## src/prc_pkg.sv

```systemverilog
// ----------------------------------------------------------------------------
// prc_pkg: shared types and constants of the polygon rectangle clipper
// Stage codes, register indexes, state types and list sizing.
// ----------------------------------------------------------------------------
`default_nettype none
package prc_pkg;

  localparam int LIST_DEPTH = 64;   // per-bank vertex list, holds the worst case of 46
  localparam int LIST_AW    = 6;
  localparam int QDEPTH     = 4;
  localparam int QAW        = 2;

  typedef enum logic [1:0] {
    CFG_MIN_X = 2'd0,
    CFG_MIN_Y = 2'd1,
    CFG_MAX_X = 2'd2,
    CFG_MAX_Y = 2'd3
  } cfg_idx_t;

  typedef enum logic [1:0] {
    STG_LEFT   = 2'd0,
    STG_RIGHT  = 2'd1,
    STG_BOTTOM = 2'd2,
    STG_TOP    = 2'd3
  } stage_t;

  typedef enum logic [3:0] {
    BK_IDLE,
    BK_RD,
    BK_LOAD,
    BK_EDGE,
    BK_DIV,
    BK_WE,
    BK_ADV,
    BK_NEXT,
    BK_EMIT_RD,
    BK_EMIT_LD,
    BK_FINAL
  } bk_state_t;

  typedef enum logic [1:0] {
    DV_IDLE,
    DV_MUL,
    DV_RUN,
    DV_DONE
  } dv_state_t;

  typedef struct packed {
    logic valid;
    logic last;
  } qhead_t;

endpackage
`default_nettype wire

```

## src/prc_ifs.sv

```systemverilog
// ----------------------------------------------------------------------------
// prc channel interfaces
// Vertex input channel and clipped-vertex result channel, valid/ready.
// ----------------------------------------------------------------------------
`default_nettype none
interface prc_in_if #(parameter int W = 16);
  logic                valid;
  logic                ready;
  logic signed [W-1:0] vertex_x;
  logic signed [W-1:0] vertex_y;
  logic                last_vertex;

  modport source (output valid, vertex_x, vertex_y, last_vertex, input ready);
  modport sink   (input valid, vertex_x, vertex_y, last_vertex, output ready);
endinterface

`default_nettype wire

```

## src/prc_front.sv

```systemverilog
// ----------------------------------------------------------------------------
// prc_front: vertex intake
// Accepts vertices, tags polygon ends and queues them for the clip engine.
// ----------------------------------------------------------------------------
`default_nettype none
module prc_front import prc_pkg::*; #(
  parameter int W = 16
) (
  input  wire logic          clk,
  input  wire logic          rst_n,
  prc_in_if.sink             in_vtx,
  output qhead_t             q_head,
  output logic signed [W-1:0] q_x,
  output logic signed [W-1:0] q_y,
  input  wire logic          q_pop
);

  logic signed [W-1:0] fx_r [QDEPTH];
  logic signed [W-1:0] fy_r [QDEPTH];
  logic                fl_r [QDEPTH];
  logic [QAW-1:0]      wp_r, rp_r;
  logic [QAW:0]        cnt_r;
  logic                push, pop;

  assign in_vtx.ready = (cnt_r != QAW'(0) + (QAW+1)'(QDEPTH)) ? 1'b1 : 1'b0;
  assign push         = in_vtx.valid & in_vtx.ready;
  assign pop          = q_pop & q_head.valid;

  assign q_head.valid = (cnt_r != '0);
  assign q_head.last  = fl_r[rp_r];
  assign q_x          = fx_r[rp_r];
  assign q_y          = fy_r[rp_r];

  always_ff @(posedge clk) begin
    if (!rst_n) begin
      wp_r  <= '0;
      rp_r  <= '0;
      cnt_r <= '0;
    end else begin
      if (push) wp_r <= wp_r + QAW'(1);
      if (pop)  rp_r <= rp_r + QAW'(1);
      cnt_r <= cnt_r + (QAW+1)'(push) - (QAW+1)'(pop);
    end
  end

  always_ff @(posedge clk) begin
    if (push) begin
      fx_r[wp_r] <= in_vtx.vertex_x;
      fy_r[wp_r] <= in_vtx.vertex_y;
      fl_r[wp_r] <= in_vtx.last_vertex;
    end
  end

endmodule
`default_nettype wire

```

## src/flat_wrapper.sv

```systemverilog
// flat-port wrapper written by rule: the top's interface ports become plain ports
module prc_front_flat import prc_pkg::*;
#(
  parameter int W = 16
)
  (clk, rst_n, q_head, q_x, q_y, q_pop, in_vtx_valid, in_vtx_vertex_x, in_vtx_vertex_y, in_vtx_last_vertex, in_vtx_ready);
  prc_in_if #(.W(W)) in_vtx_i ();
  input  wire logic clk;
  input  wire logic rst_n;
  output qhead_t q_head;
  output logic signed [W-1:0] q_x;
  output logic signed [W-1:0] q_y;
  input  wire logic q_pop;
  input wire logic [$bits(in_vtx_i.valid)-1:0] in_vtx_valid;
  input wire logic [$bits(in_vtx_i.vertex_x)-1:0] in_vtx_vertex_x;
  input wire logic [$bits(in_vtx_i.vertex_y)-1:0] in_vtx_vertex_y;
  input wire logic [$bits(in_vtx_i.last_vertex)-1:0] in_vtx_last_vertex;
  output wire logic [$bits(in_vtx_i.ready)-1:0] in_vtx_ready;
  assign in_vtx_i.valid = in_vtx_valid;
  assign in_vtx_i.vertex_x = in_vtx_vertex_x;
  assign in_vtx_i.vertex_y = in_vtx_vertex_y;
  assign in_vtx_i.last_vertex = in_vtx_last_vertex;
  assign in_vtx_ready = in_vtx_i.ready;
  prc_front #(.W(W)) u_core (.clk(clk), .rst_n(rst_n), .in_vtx(in_vtx_i), .q_head(q_head), .q_x(q_x), .q_y(q_y), .q_pop(q_pop));
endmodule
```

## config.mk

```make
export PLATFORM = sky130hd
export DESIGN_NAME = prc_front_flat
export DESIGN_NICKNAME = d
export VERILOG_FILES = /design/src/prc_pkg.sv /design/src/prc_ifs.sv /design/src/prc_front.sv /design/src/flat_wrapper.sv
export SDC_FILE = /design/constraint.sdc
export NUM_CORES = 1
export LEC_CHECK = 0
export BUFFER_PORTS_ARGS = -buffer_cell sky130_fd_sc_hd__buf_2
export CORE_MARGIN = 2
export CORE_UTILIZATION = 54
export DETAILED_ROUTE_END_ITERATION = 7
export PLACE_DENSITY = 0.82
export SKIP_CTS_REPAIR_TIMING = 1
export SYNTH_ARGS = -nofsm -noshare
export SYNTH_HDL_FRONTEND = slang
export SYNTH_SLANG_ARGS = --single-unit
export TNS_END_PERCENT = 5
```

## constraint.sdc

```tcl
create_clock -name clk -period 4.9 [get_ports clk]
set_clock_uncertainty 0.1 [all_clocks]
set_input_delay 0.245 -clock clk [delete_from_list [all_inputs] [get_ports clk]]
set_output_delay 0.245 -clock clk [all_outputs]
set_load 0.02 [all_outputs]
```

# Yosys cells after proc, flatten, opt, wreduce, memory -nomap -nowiden

Memories as Yosys holds them, arrays and structs flattened. A register that Yosys moved wholly into a read port is not among the register bits.
Cells that the tools add are included.

Input bits: 37
Bits in writable memories: 132
Word-level logic and storage cells: 23
Memories kept: 3
Register bits after elaboration: 7
Output and inout port bits: 35

Equal/unequal tests: 1
Bitwise gates (word level): 2
Add/sub/neg operators: 4
Reductions and logical operators: 1
Muxes and demuxes: 9

Memories:

| name        | words | bits a word | read ports | clocked after memory_dff | wr ports | line            | RTL |
|---|---|---|---|---|---|---|---|
| u_core.fx_r | 4     | 16          | 1          | 1                        | 1        | prc_front.sv:18 | `logic signed [W-1:0] fx_r [QDEPTH];` |
| u_core.fy_r | 4     | 16          | 1          | 1                        | 1        | prc_front.sv:19 | `logic signed [W-1:0] fy_r [QDEPTH];` |
| u_core.fl_r | 4     | 1           | 1          | 1                        | 1        | prc_front.sv:20 | `logic fl_r [QDEPTH];` |

Operator list:

| cell                | number |
|---|---|
| $mux 2              | 6 |
| $add 2x1->2 const B | 2 |
| $add 3x1->3         | 1 |
| $mux 1              | 3 |
| $ne 3x3->1 const B  | 1 |
| $reduce_bool 3->1   | 1 |
| $sub 3x1->3         | 1 |
| $and 1x1->1         | 2 |

# Longest topological paths before layout

Depth in word-level cells: 5
Depth in mapped cells: 9
Gate-level depth less buffers: 9

# Least setup slack after synthesis

Ideal clock, no wire load.

Kind: reg-to-reg
Start: reg u_core.cnt_r[1]
End: reg u_core.cnt_r[2]
Data arrival time: 1952 ps
Period minus slack after synthesis: 2167 ps
Library setup time: 115 ps
Stages on the path, launching flop included: 10
Required time: 4685 ps
Path slack: 2733 ps
Cells stage by stage: dfxtp_1 > o31a_1 > ha_1 > inv_1 > ha_1 > inv_1 > fa_1 > xnor2_1 > xnor2_1 > and2_1

RTL lines:

| what                   | line            | RTL |
|---|---|---|
| from (decl)            | prc_front.sv:22 | `logic [QAW:0] cnt_r;` |
| from (signal assigned) | prc_front.sv:42 | `cnt_r <= cnt_r + (QAW+1)'(push) - (QAW+1)'(pop);` |
| $reduce_bool 3->1      | prc_front.sv:29 | `assign q_head.valid = (cnt_r != '0);` |
| $and 1x1->1            | prc_front.sv:27 | `assign pop = q_pop & q_head.valid;` |
| net u_core.pop         | prc_front.sv:23 | `logic push, pop;` |
| $sub 3x1->3            | prc_front.sv:42 |  |

The timed path passes the listed nets, and every way through them passes these cells.
A chain may end at the register's enable or synchronous reset.

==> key figures <==
Global routing
  – Total Routing Usage GR: 0.179
  – Pin count of the biggest net entering global routing: 34
  – Vias in the first global route: 2,488
  – Initial antenna violation count: 0
  – First-pass GRT wire length: 13,300 µm
  – Remaining Overflow, GRT: 0

Clocking
  – Clock transition at the registers of the reported paths: 0.06 ns
  – Clock Tree Buf Depth: 2
  – Clock Latency Late Sink: 0.52 ns
  – Root Driver: clkbuf_8
  – TritonCTS buffer count: 17
  – TritonCTS clock tree: yes
  – Sink Count: 141
  – H-tree depth: 4

Timing
  – Fin crit share: 0.526
  – Setup-failing EPs final: 0
  – Post-Route Setup TNS: 0 ns
  – Max Slew Vio Count: 0
  – Fmax: 388 MHz
  – Unrepaired setup endpoints after global routing: no
  – Final Critical Period: 2.58 ns
  – Slew margin rel.: 0.406
  – Least-Margin Pin Slew: 0.891 ns
  – Final Hold Vio Count: 0
  – Final WS setup: 2.32 ns

Layout
  – Area delta synth->final: 25.7%
  – Final Util: 0.690
  – Commonest cells after routing, fill and taps aside: edfxtp_1 (132), buf_2 (71), dlygate4sd3_1 (34)
  – Commonest non-fill, non-tap cell in the layout: edfxtp_1
  – Fillers: 605
  – Ratio of cells with drive above 1 in the final layout: 0.403
  – NumNets Final: 381
  – # diodes: 0

Detailed routing
  – Vias per cell: 5.32
  – Routed Antenna Nets: 0
  – # DRC: 0
  – Routed len/inst: 19.6 µm
  – Via count: 2,568
  – Router iterations before antenna repair: 5
  – Final WL: 9460 µm
  – Initial DRC Count: 135

Placed design
  – Pre-CTS setup slack: 2.63 ns
  – HPWL Detailed: 5160 µm
  – Final GP Congestion: 0.685
  – I/O Buffers: 71

Pwr
  – PwrDens: 536 nW/µm²
  – Worst vdd ir: 0.373 mV
  – Psw: 1.01 mW
  – Flop pwr share: 0.431
  – Pint: 2.55 mW
  – Logic pwr share: 0.225
  – Pwr Total: 3.56 mW
  – Clock power frac: 0.344
  – Sw Ratio: 0.284
  – Pleak: 2.29 nW

Floorplan
  – Die width: 103 µm
  – Die footprint: 10,600 µm²
  – Num ports: 72
  – Die H: 103 µm
  – Initial core utilization: 0.549
  – Core Box Area: 9640 µm²
  – Num rows: 36

Yosys
  – Syn Area/Cell: 23.9 µm²
  – YS warnings: 0
  – Register area share after synthesis: 0.784
  – Syn_nets: 265
  – Seq cells post-synth: 141
  – Mapped cell area: 5290 µm²
  – Post-Synthesis Cells: 221
  – Post-synth cell types: 21

Critical path
  – Kind of critical path: flip-flop to output pin
  – WP data required: 4.55 ns
  – Crit path max fanout: 33
  – Crit. End Element: output pin
  – Critical Path Start Type: flip-flop
  – Crit path DAT: 2.23 ns

Run status
  – Outcome: completed

Job
  – Max_cap viols: 0

Hold path
  – HP Class: input port to flip-flop
-- power by group through the flow --
stage	Clock, mW	Combinational (mW)	Sequential, mW
final	1.23	0.802	1.54
after global routing	1.29	0.871	1.55
after CTS	1.24	0.795	1.54
after detailed placement	0	0.791	1.56
after global placement	0	0.783	1.55
after floorplan	0	0.631	1.52
-- cell families (layout without fill, tap and decap cells) --
family | count (synthesis) | after routing | share of synthesized area
multiplexers | 35 | 35 | 0.146
XOR/XNOR | 4 | 4 | 0.00662
flip-flops | 141 | 141 | 0.784
AND/OR/NAND/NOR | 17 | 17 | 0.0173
AO/OA/AOI/OAI | 3 | 3 | 0.00686
adder cells (fa/ha/maj) | 7 | 7 | 0.0180
buffers and inverters | 14 | 143 | 0.0213
-- cell type report --
| type | count | area [µm²] | share of cell area |
|---|---|---|---|
| clock inverter | 15 | 161 | 0.0243 |
| multi-input combinational | 66 | 1040 | 0.156 |
| clock buffer | 17 | 414 | 0.0623 |
| timing repair buffer | 106 | 703 | 0.106 |
| tap | 133 | 166 | 0.0250 |
| sequential | 141 | 4150 | 0.624 |
| inverter | 5 | 18.8 | 0.00282 |
-- critical path, cell delays in order, from the launching register on --
cell and delay, ns:
dfxtp_2 0.31, buf_4 0.51, mux4_1 0.68, buf_2 0.19
-- routing by layer --
layer  share of wire  routed length, µm  up-vias  track usage
li1                -                  -     1154            -
met5               0                  0        -            0
met4           0.018                166        0       0.0729
met1            0.43               4050     1322        0.219
met2            0.52               4940       78        0.294
met3           0.032                307       14       0.0658
-- registers in the layout, indices dropped and copies added (netlist names), named ones only --
signal	cells
u_core.fy_r	64
u_core.rp_r	2
u_core.cnt_r	3
u_core.fl_r	4
u_core.fx_r	64
u_core.wp_r	2
-- final timing paths --
| check | from | to | slack [ns] | depth (start not counted) |
|---|---|---|---|---|
| worst max-delay path | flip-flop | q_y[15] | 2.32 | 3 |
| worst min-delay path | q_pop | flip-flop | 0.06 | 4 |
| worst max register to register | u_core.cnt_r[1] | u_core.cnt_r[2] | 2.64 | 9 |
| worst min register to register | u_core.wp_r[1] | u_core.wp_r[1] | 0.41 | 2 |
-- per-stage QoR --
stage                     hold WS, ns  cell area [µm²]  instances
after floorplan                 0.244             5290        221
after global placement          0.356             5730        417
after detailed placement        0.361             5730        417
after CTS                      -0.186             6310        449
after global routing           0.0812             6650        483
final                          0.0620             6650        483
-- cell usage after synthesis --
cell	number	share of area
dfxtp_1	9	0.034
buf_12	3	0.011
nand2_1	5	0.0035
nor2_1	1	0.00071
inv_1	5	0.0035
and2_1	7	0.0083
xnor2_1	4	0.0066
ha_1	6	0.014
mux2i_1	2	0.0038
fa_1	1	0.0038
clkbuf_1	2	0.0014
a21boi_2	1	0.0021
o311ai_2	1	0.0031
edfxtp_1	132	0.75
or3_1	1	0.0012
mux4_1	3	0.015
buf_6	1	0.0021
mux4_2	30	0.13
o31a_1	1	0.0017
nor2b_1	3	0.0035
buf_2	3	0.0028
No activity file was read; power rests on OpenSTA's default activity.
